[config.mk]
export PLATFORM = sky130hd
export DESIGN_NAME = pprc_prep
export DESIGN_NICKNAME = d
export VERILOG_FILES = /design/src/hw/rtl/pprc_pkg.sv /design/src/hw/rtl/pprc_prep.sv
export SDC_FILE = /design/constraint.sdc
export NUM_CORES = 1
export LEC_CHECK = 0
export ABC_CLOCK_PERIOD_IN_PS = 2000
export BUFFER_PORTS_ARGS = -buffer_cell sky130_fd_sc_hd__buf_2
export CORE_MARGIN = 8
export CORE_UTILIZATION = 59
export DETAILED_ROUTE_END_ITERATION = 8
export PLACE_DENSITY_LB_ADDON = 0.3
export SLEW_MARGIN = 20
export SYNTH_ARGS = -nofsm -noshare
export SYNTH_HDL_FRONTEND = slang
export SYNTH_SLANG_ARGS = --single-unit
[constraint.sdc]
create_clock -name clk_i -period 2 [get_ports clk_i]
set_input_delay 0.3 -clock clk_i [delete_from_list [all_inputs] [get_ports clk_i]]
set_output_delay 0.3 -clock clk_i [all_outputs]
set_load 0.01 [all_outputs]
[src/hw/rtl/pprc_pkg.sv]
// Package for the partial permutation rank codec.
// Holds widths, register codes, the pipeline item type and the constant tables.
// No dependencies.
package pprc_pkg;

  localparam int unsigned MaxPiecesDef = 6;   // default for MAX_PIECES
  localparam int unsigned NumPieceFld  = 6;   // piece fields on the ports
  localparam int unsigned PieceW       = 5;
  localparam int unsigned CoordW       = 26;
  localparam int unsigned PosW         = 4;
  localparam int unsigned OriW         = 2;
  localparam int unsigned RemW         = 5;
  localparam int unsigned SlotMax      = 12;
  localparam int unsigned CntW         = 3;
  localparam int unsigned RecipShift   = 28;
  localparam int unsigned NumCodes     = 24;  // legal piece codes 0..23
  localparam int unsigned CfgIdxW      = 2;
  localparam int unsigned CfgDataW     = 3;

  localparam logic [CfgIdxW-1:0] CfgCornerMode = 2'd0;
  localparam logic [CfgIdxW-1:0] CfgPieceCount = 2'd1;

  typedef struct packed {
    logic                                 op;
    logic                                 corner;
    logic [CntW-1:0]                      cnt;
    logic                                 bad;
    logic [CoordW-1:0]                    x;      // unrank: remaining quotient
    logic [CoordW-1:0]                    acc;    // rank: Horner accumulator
    logic [NumPieceFld-1:0][PosW-1:0]     pdig;   // rank permutation digits
    logic [NumPieceFld-1:0][OriW-1:0]     rori;   // rank orientations
    logic [NumPieceFld-1:0][OriW-1:0]     uori;   // unrank orientations
    logic [NumPieceFld-1:0][PosW-1:0]     upos;   // unrank positions
    logic [SlotMax-1:0]                   used;
  } pprc_item_t;

  function automatic logic [PosW-1:0] pprc_slots(logic corner);
    return corner ? PosW'(8) : PosW'(12);
  endfunction

  function automatic logic [OriW-1:0] pprc_radix(logic corner);
    return corner ? OriW'(3) : OriW'(2);
  endfunction

  // floor(2^RecipShift / d); quotient estimate is exact or one low
  function automatic logic [RecipShift-1:0] pprc_recip(logic [PosW-1:0] d);
    logic [RecipShift-1:0] r;
    unique case (d)
      4'd2:    r = 28'd134217728;
      4'd3:    r = 28'd89478485;
      4'd4:    r = 28'd67108864;
      4'd5:    r = 28'd53687091;
      4'd6:    r = 28'd44739242;
      4'd7:    r = 28'd38347922;
      4'd8:    r = 28'd33554432;
      4'd9:    r = 28'd29826161;
      4'd10:   r = 28'd26843545;
      4'd11:   r = 28'd24403223;
      4'd12:   r = 28'd22369621;
      default: r = '0;
    endcase
    return r;
  endfunction

  // number of coordinates for a mode and piece count
  function automatic logic [CoordW-1:0] pprc_total(logic corner, logic [CntW-1:0] cnt);
    logic [CoordW-1:0] t;
    if (corner) begin
      unique case (cnt)
        3'd1:    t = 26'd24;
        3'd2:    t = 26'd504;
        3'd3:    t = 26'd9072;
        3'd4:    t = 26'd136080;
        3'd5:    t = 26'd1632960;
        3'd6:    t = 26'd14696640;
        default: t = '0;
      endcase
    end else begin
      unique case (cnt)
        3'd1:    t = 26'd24;
        3'd2:    t = 26'd528;
        3'd3:    t = 26'd10560;
        3'd4:    t = 26'd190080;
        3'd5:    t = 26'd3041280;
        3'd6:    t = 26'd42577920;
        default: t = '0;
      endcase
    end
    return t;
  endfunction

endpackage

[src/hw/rtl/pprc_prep.sv]
// First pipeline stage: piece decode, range and duplicate checks, permutation digits.
// Depends on pprc_pkg.
module pprc_prep (
  input  logic                                            clk_i,
  input  logic                                            rst_ni,
  input  logic                                            en_i,
  input  logic                                            valid_i,
  input  logic                                            op_i,
  input  logic                                            corner_i,
  input  logic [pprc_pkg::CntW-1:0]                       cnt_i,
  input  logic [pprc_pkg::NumPieceFld-1:0][pprc_pkg::PieceW-1:0] piece_i,
  input  logic [pprc_pkg::CoordW-1:0]                     coord_i,
  output logic                                            valid_o,
  output pprc_pkg::pprc_item_t                            item_o
);
  import pprc_pkg::*;

  logic                 valid_q;
  pprc_item_t           item_q, item_d;

  always_comb begin
    logic [NumPieceFld-1:0][PosW-1:0] pos;
    logic [PosW-1:0]                  sl;
    logic [OriW-1:0]                  rd;
    logic [8:0]                       p11;
    logic [PieceW-1:0]                orem;
    logic [CntW-1:0]                  nlow;
    logic                             bad;
    sl  = pprc_slots(corner_i);
    rd  = pprc_radix(corner_i);
    bad = 1'b0;
    item_d        = '0;
    item_d.op     = op_i;
    item_d.corner = corner_i;
    item_d.cnt    = cnt_i;
    item_d.x      = coord_i;
    for (int i = 0; i < NumPieceFld; i++) begin
      // piece/3 as (piece*11)>>5, exact for 5-bit values
      p11    = 9'(piece_i[i]) * 9'd11;
      pos[i] = corner_i ? p11[8:5] : piece_i[i][PieceW-1:1];
      orem   = piece_i[i] - PieceW'(pos[i]) * PieceW'(rd);
      item_d.rori[i] = orem[OriW-1:0];
    end
    for (int i = 0; i < NumPieceFld; i++) begin
      nlow = '0;
      for (int j = 0; j < i; j++) begin
        if (pos[j] < pos[i]) nlow = nlow + CntW'(1);
        if (CntW'(i) < cnt_i && pos[j] == pos[i]) bad = 1'b1;
      end
      if (CntW'(i) < cnt_i && pos[i] >= sl) bad = 1'b1;
      item_d.pdig[i] = pos[i] - PosW'(nlow);
    end
    item_d.bad = op_i ? (coord_i >= pprc_total(corner_i, cnt_i)) : bad;
  end

  always_ff @(posedge clk_i or negedge rst_ni) begin
    if (!rst_ni) begin
      valid_q <= 1'b0;
    end else if (en_i) begin
      valid_q <= valid_i;
    end
  end

  always_ff @(posedge clk_i) begin
    if (en_i) begin
      item_q <= item_d;
    end
  end

  assign valid_o = valid_q;
  assign item_o  = item_q;

endmodule

# [Word level (Yosys, flattened, before mapping)]
# Index checks and enable logic that the tools add are counted.
[totals] reg_bits=69 wordCells=169 inputBits=65
[classes] mux=48 n_addsub=21 n_mul=12 reduce_logical=21 n_eq_ne=21 magnitude_cmp=28
[op_table] operator="$pmux 26 s6" count=1
[op_table] operator="$pmux 24 s6" count=1
[op_table] operator="$eq 4x4->1" count=15
[op_table] operator="$lt 4x4->1" count=15
[op_table] operator="$mul 5x4->9 const B" count=6
[op_table] operator="$mux 3" count=11
[op_table] operator="$add 3x1->3 const B" count=10
[op_table] operator="$mux 1" count=28
[op_table] operator="$ge 26x26->1" count=1
[op_table] operator="$mux 26" count=1
[op_table] operator="$ge 4x4->1" count=6
[op_table] operator="$mul 4x2->2" count=6
[op_table] operator="$mux 4" count=6
[op_table] operator="$logic_and 1x1->1" count=21
[op_table] operator="$sub 4x3->4" count=5
[op_table] operator="$sub 2x2->2" count=6
[op_table] operator="$eq 3x3->1 const B" count=3
[op_table] operator="$eq 3x2->1 const B" count=2
[op_table] operator="$lt 1x3->1 const A" count=2
[op_table] operator="$lt 2x3->1 const A" count=2
[op_table] operator="$lt 3x3->1 const A" count=2
[op_table] operator="$eq 3x1->1 const B" count=1

# [Logic depth before layout (Yosys ltp)]
[depth] depth_word=26 ltp_mapped=28 ltp_nobuf=28

# [Worst setup path after synthesis]
# Ideal clock, no wire load.
[synth_timing] path_type="input port to flip-flop" start="input port piece_i[6] (netlist bit)" end="register item_q, in the netlist item_o[83] (data pin)" setup_slack_ns=-3.701 arrival_ns=5.423 cell_stages=26 cell_sequence="ha_1 > fa_1 > ha_1 > o21a_1 > o22a_1 > xor2_1 > mux2i_1 > inv_1 > ha_1 > nor2b_1 > o21ai_0 > nand2b_1 > a21o_1 > inv_1 > ha_1 > xnor2_1 > inv_1 > ha_1 > mux2_2 > ha_1 > mux2_2 > inv_1 > ha_1 > a21o_1 > a21oi_1 > xnor2_1"
[synth_rtl] item="from (decl)" line_no="pprc_prep.sv:11" text="input logic [pprc_pkg::NumPieceFld-1:0][pprc_pkg::PieceW-1:0] piece_i,"
[synth_rtl] item="to (signal assigned)" line_no="pprc_prep.sv:66" text="item_q <= item_d;"
[synth_rtl] item="to (decl)" line_no="pprc_prep.sv:19" text="pprc_item_t item_q, item_d;"

==> flow_summary.yaml <==
clock_tree:
  cts-root-buf: "clkbuf_16"
  htree_num_levels: 3
  clkSinkCount: 69
  path_clk_slew_ns: 0.06
  clockBufferDepth: 2
  cts_made_buffers: 9
  cts_tree: "done"
  clock_latency_ns: 0.36
timing:
  clock_skew_ns: 0
  clock.fmax_mhz: 177
  fin_ws_ns: -3.66
  tightest_slew_ns: 0.858
  layout_min_cycle_time_ns: 5.66
  period_share_pct: 283
  slew_headroom_pct: 42.8
  setup_viol: 36
  hold_slack_ns: 0.119
  rsz0062_at_grt: "true"
  final_max_slew_viol_count: 0
  hold_violations: 0
global_routing:
  grt_max_degree: 53
  grt_antenna_before_repair: 1
  grt_overflow: 0
  grt_pass1_wl_um: 48400
  grt_pass1_vias: 9112
  grt_use_total_pct: 34.7
synthesis:
  syn_avg_cell_area_um2: 9.69
  syn_area_um2: 8050
  yosys.area.top_type: "ha_1"
  synthArstFlopShare_pct: 1.45
  synthFlopType: "edfxtp_1"
  yosys_warnings: 0
  synth-edff-count: 68
  ys_seq_elements: 69
  synth_top_area_share_pct: 28.4
  synth_area_leaders: "ha_1, edfxtp_1, buf_4"
  ys_seq_area_share_pct: 25.7
  synth_cells: 831
  synth.distinct_cells: 68
drt:
  wire_per_inst_um: 30.8
  route.met2.wl_um: 17800
  ant_nets: 0
  top_layer_used: "met5"
  drc: 9
  vias: 9291
  drt_first_pass_iters: 9
  drt-total-wl_um: 42000
  dr_wl_met3_um: 6690
  wl_met1_um: 12900
  drt-initial-drc-count: 1508
  viasPerCell: 6.81
placed_design:
  place_congestion: 0.931
  numPortBuffers: 133
  post-dp-hpwl_um: 18400
  placed_cells: 1306
  place_ws_ns: -3.52
  place_area_um2: 10500
cells_and_area:
  layout-drive-gt1-share_pct: 48.9
  syn_to_final_growth_pct: 53.1
  layout_common_cells: "buf_4, buf_2, ha_1, conb_1, edfxtp_1"
  final_cells: 1364
  fin_nets: 1440
  mostFrequentLayoutCell: "buf_4"
  utilization_pct: 92.7
  finalInstanceArea_um2: 12300
worst_setup_path:
  worstSetupPathType: "input port to register"
  path_max_fanout: 3
  setup.worst_path.start_class: "input port"
  cp_data_required_time_ns: 2.12
  crit_path_end_kind: "register"
  cp_data_arrival_time_ns: 5.78
power_and_ir_drop:
  powerDensity_nw_per_um2: 1090
  p_leak_nw: 5.79
  ir_drop_mv: 0.632
floorplan:
  io_pins: 208
  num_rows: 42
  floorplan.die.height_um: 133
  dieWidth_um: 133
  coreArea_um2: 13300
  initial_utilization_pct: 60.5
  dieArea_um2: 17600
run_status:
  violations: "DRC, setup timing"
  status: "complete, but fails checks"
run:
  max_cap_viol_count: 0
min_path:
  hold_class: "input port to register"
power by group:
group	internal (mW)	switching, mW
Combinational	4.39	5.16
Sequential	2.13	0.105
Clock	0.849	0.759
critical path, cell delays in order:
cell and delay (ns):
buf_2 0.14, ha_1 0.28, ha_1 0.33, ha_1 0.24, or2_4 0.28, o22ai_4 0.20, inv_2 0.07, a21oi_2 0.34
xnor2_1 0.30, a21oi_2 0.35, ha_4 0.26, a21o_1 0.19, a21oi_2 0.23, ha_4 0.22, nor2_1 0.10, a21oi_4 0.21
ha_4 0.23, mux2_4 0.28, ha_4 0.16, nand2_1 0.07, xnor2_1 0.10, xnor2_1 0.25, ha_1 0.35, a21oi_2 0.20
xnor2_1 0.09
registers in the layout (all words and copies together), names as in the netlist:
name     flops
item_o      68
valid_o      1
kinds of logic after synthesis:
| family | synth area share [%] |
|---|---|
| AND/OR/NAND/NOR | 11.0 |
| XOR/XNOR | 6.20 |
| adder cells (fa/ha/maj) | 31.2 |
| flip-flops | 25.7 |
| AO/OA/AOI/OAI | 12.7 |
| multiplexers | 1.74 |
| other | 0.0466 |
| buffers and inverters | 11.5 |
metal layers:
metal	vias up	GRT usage [%]
li1	3528	-
met1	4105	35.6
met2	1162	58.1
met3	494	12.0
met4	2	25.0
met5	-	0
synthesized netlist by cell type, types with 4 or more instances:
| cell | number |
|---|---|
| ha_1 | 183 |
| inv_1 | 77 |
| buf_4 | 75 |
| edfxtp_1 | 68 |
| a21oi_1 | 48 |
| nand2_1 | 40 |
| xnor2_1 | 39 |
| nor2_1 | 34 |
| o21ai_0 | 28 |
| a21o_1 | 21 |
| xor2_1 | 18 |
| nand2b_1 | 17 |
| nand4_1 | 17 |
| nor2b_1 | 17 |
| nand3_1 | 14 |
| nor3_1 | 12 |
| fa_1 | 10 |
| o21a_1 | 9 |
| mux2_2 | 8 |
| a211oi_1 | 7 |
| clkbuf_1 | 7 |
| o21ai_1 | 6 |
| mux2i_1 | 5 |
| a41o_1 | 4 |
| inv_2 | 4 |
| or2_2 | 4 |
area by class of cell:
type / instances / area (µm²)
Inverter: 81 / 322
Antenna cell: 1 / 2.50
Tap cell: 176 / 220
Clock inverter: 6 / 45.0
Sequential cell: 69 / 2070
Fill cell: 376 / 967
Clock buffer: 10 / 229
Multi-Input combinational cell: 666 / 6810
Timing Repair Buffer: 355 / 2640
final timing paths:
kind / slack, ns / endpoint / startpoint / cells past startpoint
hold / removal: 0.12 / item_o[125]$_DFFE_PP_ / coord_i[15] / 1
setup reg to reg: 1.26 / valid_o$_DFFE_PN0P_ / valid_o$_DFFE_PN0P_ / 1
hold reg to reg: 0.50 / valid_o$_DFFE_PN0P_ / valid_o$_DFFE_PN0P_ / 1
setup / recovery: -3.66 / item_o[83]$_DFFE_PP_ / piece_i[4] / 25
max in group asynchronous: 1.68 / valid_o$_DFFE_PN0P_ / rst_ni / 2
min in group asynchronous: 0.23 / valid_o$_DFFE_PN0P_ / rst_ni / 2
through the flow:
step                TNS, ns  power, mW
global route         -72.83       13.8
detailed placement   -67.94       8.41
CTS                  -51.76       10.9
floorplan            -53.51       6.29
finish               -70.01       13.4
global placement     -65.01       8.03
repair_timing:
item | in CTS | in global routing
hold endpoints to repair | 1 | 0
pin swaps | 86 | 70
hold buffers | 1 | 0
setup endpoints to repair | 36 | 36
setup buffers | 26 | 25
gates resized for setup | 164 | 81
Power figures use the tool's default switching activity.
