## config.mk

```make
export PLATFORM = sky130hd
export DESIGN_NAME = pprc_step
export DESIGN_NICKNAME = d
export VERILOG_FILES = /design/src/hw/rtl/pprc_pkg.sv /design/src/hw/rtl/pprc_step.sv
export SDC_FILE = /design/constraint.sdc
export NUM_CORES = 2
export LEC_CHECK = 0
export BUFFER_PORTS_ARGS = -buffer_cell sky130_fd_sc_hd__buf_2
export CAP_MARGIN = 5
export CORE_MARGIN = 2
export CORE_UTILIZATION = 24
export DETAILED_ROUTE_END_ITERATION = 16
export GPL_TIMING_DRIVEN = 0
export RECOVER_POWER = 50
export SLEW_MARGIN = 10
export SYNTH_ARGS = -nofsm -noshare
export SYNTH_HDL_FRONTEND = slang
export SYNTH_SLANG_ARGS = --single-unit
```

## constraint.sdc

```tcl
create_clock -name clk_i -period 6.3 [get_ports clk_i]
set_clock_uncertainty 0.1 [all_clocks]
set_input_delay 0.945 -clock clk_i [delete_from_list [all_inputs] [get_ports clk_i]]
set_output_delay 0.945 -clock clk_i [all_outputs]
set_load 0.01 [all_outputs]
```

## src/hw/rtl/pprc_pkg.sv

```systemverilog
// Package for the partial permutation rank codec.
// Holds widths, register codes, the pipeline item type and the constant tables.
// No dependencies.
package pprc_pkg;

  localparam int unsigned MaxPiecesDef = 6;   // default for MAX_PIECES
  localparam int unsigned NumPieceFld  = 6;   // piece fields on the ports
  localparam int unsigned PieceW       = 5;
  localparam int unsigned CoordW       = 26;
  localparam int unsigned PosW         = 4;
  localparam int unsigned OriW         = 2;
  localparam int unsigned RemW         = 5;
  localparam int unsigned SlotMax      = 12;
  localparam int unsigned CntW         = 3;
  localparam int unsigned RecipShift   = 28;
  localparam int unsigned NumCodes     = 24;  // legal piece codes 0..23
  localparam int unsigned CfgIdxW      = 2;
  localparam int unsigned CfgDataW     = 3;

  localparam logic [CfgIdxW-1:0] CfgCornerMode = 2'd0;
  localparam logic [CfgIdxW-1:0] CfgPieceCount = 2'd1;

  typedef struct packed {
    logic                                 op;
    logic                                 corner;
    logic [CntW-1:0]                      cnt;
    logic                                 bad;
    logic [CoordW-1:0]                    x;      // unrank: remaining quotient
    logic [CoordW-1:0]                    acc;    // rank: Horner accumulator
    logic [NumPieceFld-1:0][PosW-1:0]     pdig;   // rank permutation digits
    logic [NumPieceFld-1:0][OriW-1:0]     rori;   // rank orientations
    logic [NumPieceFld-1:0][OriW-1:0]     uori;   // unrank orientations
    logic [NumPieceFld-1:0][PosW-1:0]     upos;   // unrank positions
    logic [SlotMax-1:0]                   used;
  } pprc_item_t;

  function automatic logic [PosW-1:0] pprc_slots(logic corner);
    return corner ? PosW'(8) : PosW'(12);
  endfunction

  function automatic logic [OriW-1:0] pprc_radix(logic corner);
    return corner ? OriW'(3) : OriW'(2);
  endfunction

  // floor(2^RecipShift / d); quotient estimate is exact or one low
  function automatic logic [RecipShift-1:0] pprc_recip(logic [PosW-1:0] d);
    logic [RecipShift-1:0] r;
    unique case (d)
      4'd2:    r = 28'd134217728;
      4'd3:    r = 28'd89478485;
      4'd4:    r = 28'd67108864;
      4'd5:    r = 28'd53687091;
      4'd6:    r = 28'd44739242;
      4'd7:    r = 28'd38347922;
      4'd8:    r = 28'd33554432;
      4'd9:    r = 28'd29826161;
      4'd10:   r = 28'd26843545;
      4'd11:   r = 28'd24403223;
      4'd12:   r = 28'd22369621;
      default: r = '0;
    endcase
    return r;
  endfunction

  // number of coordinates for a mode and piece count
  function automatic logic [CoordW-1:0] pprc_total(logic corner, logic [CntW-1:0] cnt);
    logic [CoordW-1:0] t;
    if (corner) begin
      unique case (cnt)
        3'd1:    t = 26'd24;
        3'd2:    t = 26'd504;
        3'd3:    t = 26'd9072;
        3'd4:    t = 26'd136080;
        3'd5:    t = 26'd1632960;
        3'd6:    t = 26'd14696640;
        default: t = '0;
      endcase
    end else begin
      unique case (cnt)
        3'd1:    t = 26'd24;
        3'd2:    t = 26'd528;
        3'd3:    t = 26'd10560;
        3'd4:    t = 26'd190080;
        3'd5:    t = 26'd3041280;
        3'd6:    t = 26'd42577920;
        default: t = '0;
      endcase
    end
    return t;
  endfunction

endpackage

```

## src/hw/rtl/pprc_step.sv

```systemverilog
// One digit step over two register stages: reciprocal multiply, then remainder
// correction and slot select for unranking; one Horner step for ranking.
// Depends on pprc_pkg.
module pprc_step (
  input  logic                      clk_i,
  input  logic                      rst_ni,
  input  logic                      en_i,
  input  logic                      phase_i,  // 0 orientation/perm-Horner, 1 perm/orientation
  input  logic [pprc_pkg::CntW-1:0] k_i,
  input  logic                      valid_i,
  input  pprc_pkg::pprc_item_t      item_i,
  output logic                      valid_o,
  output pprc_pkg::pprc_item_t      item_o
);
  import pprc_pkg::*;

  logic                           mid_valid_q, out_valid_q;
  pprc_item_t                     mid_q, mid_d, out_q, out_d;
  logic [CoordW-1:0]              q0_q, q0_d;
  logic [PosW-1:0]                div_q, div_a;

  // stage A
  always_comb begin
    logic                            active;
    logic [CntW-1:0]                 idx;
    logic [PosW-1:0]                 sl;
    logic [OriW-1:0]                 rd;
    logic [CoordW+RecipShift-1:0]    prod;
    logic [CoordW-1:0]               mult;
    sl     = pprc_slots(item_i.corner);
    rd     = pprc_radix(item_i.corner);
    active = k_i < item_i.cnt;
    idx    = phase_i ? k_i : item_i.cnt - k_i - CntW'(1);
    div_a  = phase_i ? sl - PosW'(k_i) : PosW'(rd);
    prod   = (CoordW+RecipShift)'(item_i.x) * (CoordW+RecipShift)'(pprc_recip(div_a));
    q0_d   = prod[CoordW+RecipShift-1:RecipShift];
    mid_d  = item_i;
    mult   = '0;
    if (active) begin
      if (!phase_i) begin
        mult      = item_i.acc * CoordW'(sl - PosW'(idx));
        mid_d.acc = mult + CoordW'(item_i.pdig[idx]);
      end else begin
        mult      = item_i.acc * CoordW'(rd);
        mid_d.acc = mult + CoordW'(item_i.rori[idx]);
      end
    end
  end

  // stage B
  always_comb begin
    logic                 active;
    logic [CntW-1:0]      idx;
    logic [PosW-1:0]      sl;
    logic [CoordW-1:0]    rfull;
    logic [RemW-1:0]      rem;
    logic [CoordW-1:0]    q;
    logic [SlotMax-1:0]   free;
    logic [SlotMax-1:0]   lowmask;
    logic [PosW-1:0]      pos;
    sl     = pprc_slots(mid_q.corner);
    active = k_i < mid_q.cnt;
    idx    = phase_i ? k_i : mid_q.cnt - k_i - CntW'(1);
    rfull  = mid_q.x - q0_q * CoordW'(div_q);
    rem    = rfull[RemW-1:0];
    q      = q0_q;
    if (rem >= RemW'(div_q)) begin
      q   = q0_q + CoordW'(1);
      rem = rem - RemW'(div_q);
    end
    free = ~mid_q.used & ((SlotMax'(1) << sl) - SlotMax'(1));
    pos  = sl - PosW'(1);
    // digit d selects the d-th free slot in ascending order
    for (int s = 0; s < SlotMax; s++) begin
      lowmask = (SlotMax'(1) << s) - SlotMax'(1);
      if (free[s] && PosW'($countones(free & lowmask)) == rem[PosW-1:0]) pos = PosW'(s);
    end
    out_d = mid_q;
    if (active) begin
      out_d.x = q;
      if (!phase_i) begin
        out_d.uori[idx] = rem[OriW-1:0];
      end else begin
        out_d.upos[idx] = pos;
        out_d.used[pos] = 1'b1;
      end
    end
  end

  always_ff @(posedge clk_i or negedge rst_ni) begin
    if (!rst_ni) begin
      mid_valid_q <= 1'b0;
      out_valid_q <= 1'b0;
    end else if (en_i) begin
      mid_valid_q <= valid_i;
      out_valid_q <= mid_valid_q;
    end
  end

  always_ff @(posedge clk_i) begin
    if (en_i) begin
      mid_q <= mid_d;
      q0_q  <= q0_d;
      div_q <= div_a;
      out_q <= out_d;
    end
  end

  assign valid_o = out_valid_q;
  assign item_o  = out_q;

endmodule

```

== Yosys cells after proc, flatten, opt, wreduce, memory -nomap -nowiden ==
Memories as Yosys holds them, arrays and structs flattened.
Index checks and enable logic that the tools add are counted.

* Bits in registers: 316
* Memory bits (read-only): 448
* Logic and storage cells: 177
* Memories: 1

* Add/sub/neg operators: 30
* Multiply operators: 4
* Magnitude comparators: 8
* Eq/ne operators: 11
* Shifts and indexed selects: 1
* Multiplexer cells: 38
* Bitwise gates (word level): 3
* Reductions and logical operators: 15

{| class="wikitable"
|+ Memories
! name !! depth !! bits a word !! rd ports !! clocked after memory_dff !! write ports !! line !! source
|-
| (no name shown) || 16 || 28 || 1 || 0 || 0 || pprc_pkg.sv:48 || <nowiki>unique case (d)</nowiki>
|}

{| class="wikitable"
|+ Operators by type and width
! operator !! number
|-
| 26-bit 2-to-1 mux || 4
|-
| 4-bit 2-to-1 mux || 16
|-
| 26-bit by 28-bit multiplier with 54-bit output || 1
|-
| 48-bit 2-to-1 mux || 1
|-
| 4-bit == test || 10
|-
| 36-bit 2-to-1 mux || 1
|-
| 26-bit by 1-bit adder with 26-bit output (second input constant) || 1
|-
| 26-bit by 2-bit adder with 26-bit output || 1
|-
| 26-bit by 4-bit adder with 26-bit output || 1
|-
| 26-bit by 2-bit multiplier with 26-bit output || 1
|-
| 26-bit by 4-bit multiplier with 5-bit output || 1
|-
| 26-bit by 5-bit multiplier with 26-bit output || 1
|-
| 24-bit bitwise mux || 1
|-
| 1-bit logical AND || 14
|-
| 4-bit by 1-bit adder with 4-bit output || 3
|-
| 4-bit adder || 3
|-
| 12-bit AND || 1
|-
| 4-bit binary-select mux with 3-bit select || 1
|-
| 12-bit bitwise mux || 1
|-
| 4-bit demux with 3-bit select || 1
|-
| 12-bit 2-to-1 mux || 1
|-
| 3-bit 2-to-1 mux || 4
|-
| 12-bit NOT || 1
|-
| 12-bit bitwise OR || 1
|-
| 27 further kinds || 39
|}

== Depth between registers and ports, before layout ==
* Depth after elaboration: 25
* Depth in mapped cells: 39

== Least setup slack after synthesis ==
No wires, ideal clock.

* Path kind: in2reg
* Start: in item_i[140] (netlist name)
* End: reg q0_q[25], data pin
* Library setup time: 0.263 ns
* Arrival: 9.984 ns
* Data required time: 5.937 ns
* Path slack: -4.047 ns
* Stages: 37
* Cell sequence: clkbuf_1 > clkbuf_1 > inv_1 > ha_1 > nor3b_1 > o21ai_1 > clkbuf_1 > clkinv_1 > nor3_1 > a21o_1 > clkbuf_1 > nand2_1 > fa_1 > inv_1 > fa_1 > inv_1 > fa_1 > fa_1 > inv_1 > fa_1 > fa_1 > inv_1 > fa_1 > inv_1 > ha_1 > and4_1 > nor3b_1 > o2111ai_1 > o211a_1 > a31oi_1 > nand3_1 > o31ai_1 > nand2_1 > a2111oi_2 > nand2_1 > a311oi_1 > xnor2_1

* Cells in the longest elaborated chain, start to end: 5

{| class="wikitable"
|+ RTL lines
! item !! line !! source
|-
| from (decl) || pprc_step.sv:11 || <nowiki>input pprc_pkg::pprc_item_t item_i,</nowiki>
|-
| 3-bit 2-to-1 mux || pprc_pkg.sv:38 || <nowiki>return corner ? PosW'(8) : PosW'(12);</nowiki>
|-
| 4-bit by 3-bit subtractor with 4-bit output || pprc_step.sv:34 || <nowiki>div_a = phase_i ? sl - PosW'(k_i) : PosW'(rd);</nowiki>
|-
| 4-bit 2-to-1 mux || pprc_step.sv:34 ||
|-
| named net div_a[3] || pprc_step.sv:20 || <nowiki>logic [PosW-1:0] div_q, div_a;</nowiki>
|-
| memory 16 x 28 bit || - ||
|-
| 26-bit by 28-bit multiplier with 54-bit output || pprc_step.sv:35 || <nowiki>prod = (CoordW+RecipShift)'(item_i.x) * (CoordW+RecipShift)'(pprc_recip(div_a));</nowiki>
|-
| named net q0_d[25] || pprc_step.sv:19 || <nowiki>logic [CoordW-1:0] q0_q, q0_d;</nowiki>
|-
| to (signal assigned) || pprc_step.sv:103 || <nowiki>q0_q <= q0_d;</nowiki>
|-
| to (decl) || pprc_step.sv:19 ||
|}

The timed path passes the listed nets, and every way through them passes these cells.
A chain may end at the register's enable or synchronous reset.

== Worst setup path after layout ==
* Start: in item_i[140] (netlist name)
* End: reg q0_q[25], data pin

* Cells in the longest elaborated chain, start to end: 5

{| class="wikitable"
|+ RTL lines
! item !! line
|-
| 3-bit 2-to-1 mux || pprc_pkg.sv:38
|-
| 4-bit by 3-bit subtractor with 4-bit output || pprc_step.sv:34
|-
| 4-bit 2-to-1 mux (*) || pprc_step.sv:34
|-
| memory 16 x 28 bit (*) || -
|-
| 26-bit by 28-bit multiplier with 54-bit output (*) || pprc_step.sv:35
|-
| named net q0_d[25] || pprc_step.sv:19
|}

Mark *: on every way through the listed nets, which the timed path passes. The rest lies on a longest branch.

==> flow_summary.json <==
{
  "antenna_found_initial": 29,
  "synth_area_leaders": "fa_1 33%, edfxtp_1 23%, ha_1 11%, inv_1 7.3%, and2_1 6.0%",
  "die_h_um": 418.6,
  "async_reset_ff_frac": 0.006329,
  "arrival_ns": 9.68,
  "place.gp.congestion": 0.9614,
  "ys_seq_area_frac": 0.2298,
  "relSlewSlack": -2.557,
  "vias_per_cell": 4.574,
  "post-place-ws_ns": -6.101,
  "grt_max_degree": 117,
  "ys.flop_type": "edfxtp_1",
  "syn_nets": 5132,
  "drive_above_1_share": 0.1828,
  "antenna_left": 0,
  "finalHoldViolCount": 0,
  "grt_pass1_vias": 32497,
  "synth_top_area_frac": 0.3348,
  "start_util": 0.2410,
  "violations": "capacitance limit, slew limit, setup timing",
  "cp_slowest_cell": "fa_2",
  "worst_pin_slew_ns": 5.335,
  "crit_type": "input port to register",
  "avgSynthCellArea_um2": 10.49,
  "htree_levels": 2,
  "fmax_mhz": 105.5,
  "setup_ws_ns": -3.178,
  "clkLatencyLatePin_ns": 0.57,
  "crit_start": "item_i[140]",
  "routed_wl_mm": 143.0,
  "synth_warnings": 0,
  "clk_pin_slew_ns": 0.06,
  "cp_max_fo": 8,
  "drtPass1Iterations": 6,
  "ys_ff_latch": 316,
  "ctsHoldBuffers": 0,
  "post-route-drc-count": 0,
  "timing.rr.start": "q0_q[2]$_DFFE_PP_",
  "status": "complete, but fails checks",
  "synth_area_um2": 41260,
  "finalMaxSlewViolations": 94,
  "grt_use_total": 0.1610,
  "core_area_um2": 171200,
  "synth_edf_count": 314,
  "die_area_um2": 175200,
  "grt_pass1_wl_mm": 208.2,
  "synth_cells": 3932,
  "clockBufferDepth": 3,
  "yosysTopAreaCell": "fa_1",
  "ioPinCount": 293,
  "portBuffers": 291,
  "cts_num_sinks": 316,
  "path_buf_inv": 12,
  "start_kind": "input port",
  "cts_root_buf": "clkbuf_16",
  "cp_top_family": "adder cells",
  "route.detailed.wl_per_inst_um": 21.31,
  "hp-class": "input port to asynchronous set/reset pin",
  "drv_cap": 1,
  "fin_nets": 5644,
  "rsz0062_at_grt": "yes",
  "fin_crit_sh": 1.504,
  "syn_to_final_growth_pct": 22.54,
  "cts_buffers": 35,
  "dp_hpwl_mm": 111.7,
  "end_kind": "register",
  "finalSetupViolCount": 36,
  "core.rowCount": 152,
  "die_w_um": 418.6,
  "period_minus_slack_ns": 9.478,
  "initialDrtViolationCount": 2416,
  "yosys.cell_count.top_type": "inv_1",
  "grt_overflow_total": 0,
  "dr_total_vias": 30705,
  "cts_tree": "done",
  "critPathRequiredTime_ns": 6.50,
  "max_stage_delay_ns": 0.62,
  "ys_types": 86,
  "synth_common_cells": "803 x inv_1, 690 x fa_1, 398 x and2_1, 360 x ha_1, 339 x nand2_1"
}
kinds of logic (layout without fill, tap and decap cells):
group                    Yosys count  in the layout  synth area share
AND/OR/NAND/NOR                 1062           1062            0.1362
adder cells (fa/ha/maj)         1050           1050            0.4440
buffers and inverters            944           1482           0.08640
AO/OA/AOI/OAI                    363            363           0.05647
flip-flops                       316            316            0.2298
XOR/XNOR                         145            145           0.03154
multiplexers                      52             52           0.01565
other                              0             10                 0
metrics by stage:
stage	hold WS, ns	TNS (ns)	instances	utilization	area, µm²
2_1_floorplan	0.3003	-59.69	3932	-	41750
3_3_place_gp	0.3012	-323.53	6456	0.2688	46000
3_5_place_dp	0.3045	-184.74	6461	0.2694	46120
4_1_cts	0.04096	-85.42	6638	0.2884	49370
5_1_grt	0.06315	-80.74	6705	0.2952	50540
6_report	0.07991	-74.12	6713	0.2954	50560
cell usage in the layout (no fill, tap or decap), types with 10 or more instances in the layout:
master,instances
a21o_1,44
a21oi_1,63
a21oi_2,11
a31o_1,12
and2_1,373
and2_4,24
buf_12,21
buf_2,222
buf_4,147
buf_6,31
clkbuf_1,143
clkbuf_16,57
diode_2,10
edfxtp_1,314
fa_1,661
fa_2,29
ha_1,332
ha_4,26
inv_1,775
inv_2,22
mux2_2,26
mux2i_1,13
nand2_1,323
nand2b_1,13
nand3_1,35
nand4_1,26
nor2_1,70
nor2b_1,67
nor3_1,26
o21a_1,13
o21ai_0,77
o21ai_1,20
or3_1,11
xnor2_1,81
xor2_1,55
metal layers:
metal | GRT usage | part of all wire | wire length (µm) | vias up
met2 | 0.2735 | 0.48 | 68600 | 1420
li1 | - | - | - | 13423
met1 | 0.1890 | 0.37 | 52640 | 15462
met4 | 0.08224 | 0.060 | 8560 | 20
met3 | 0.03793 | 0.092 | 13090 | 380
met5 | 0 | 0.00092 | 132 | -
registers in the layout, indices dropped and copies added, names as in the netlist:
register,cells
mid_q,142
div_q,4
q0_q,26
valid_o,1
mid_valid_q,1
item_o,142
cell type report:
class                      count  area (µm²)
fill                       17621      120600
buffer                       135        1269
clock inverter                23       262.8
sequential                   316        9479
tap                         2233        2794
inverter                     804        3057
timing repair buffer         480        3158
multi-input combinational   2672       29620
clock buffer                  40       894.6
antenna                       10       25.02
path summary, 6_finish.rpt:
path | endpoint | slack [ns] | depth (start not counted)
setup / recovery | q0_q[25]$_DFFE_PP_ | -3.18 | 38
hold / removal | mid_valid_q$_DFFE_PN0P_ | 0.08 | 1
setup reg to reg | item_o[0]$_DFFE_PP_ | 0.20 | 23
hold reg to reg | item_o[141]$_DFFE_PP_ | 0.31 | 0
max in group asynchronous | valid_o$_DFFE_PN0P_ | 5.89 | 1
min in group clk_i | item_o[141]$_DFFE_PP_ | 0.31 | 0
repair_timing:
action                                  CTS  global route
buffers inserted                        113            70
gates resized for setup                 255           207
cloned                                    3             2
pin swaps                                64           129
endpoints found under the setup margin   81            82
Power is not shown: default switching activity piles up to over one toggle a cycle in this logic, so the estimate is an artifact.
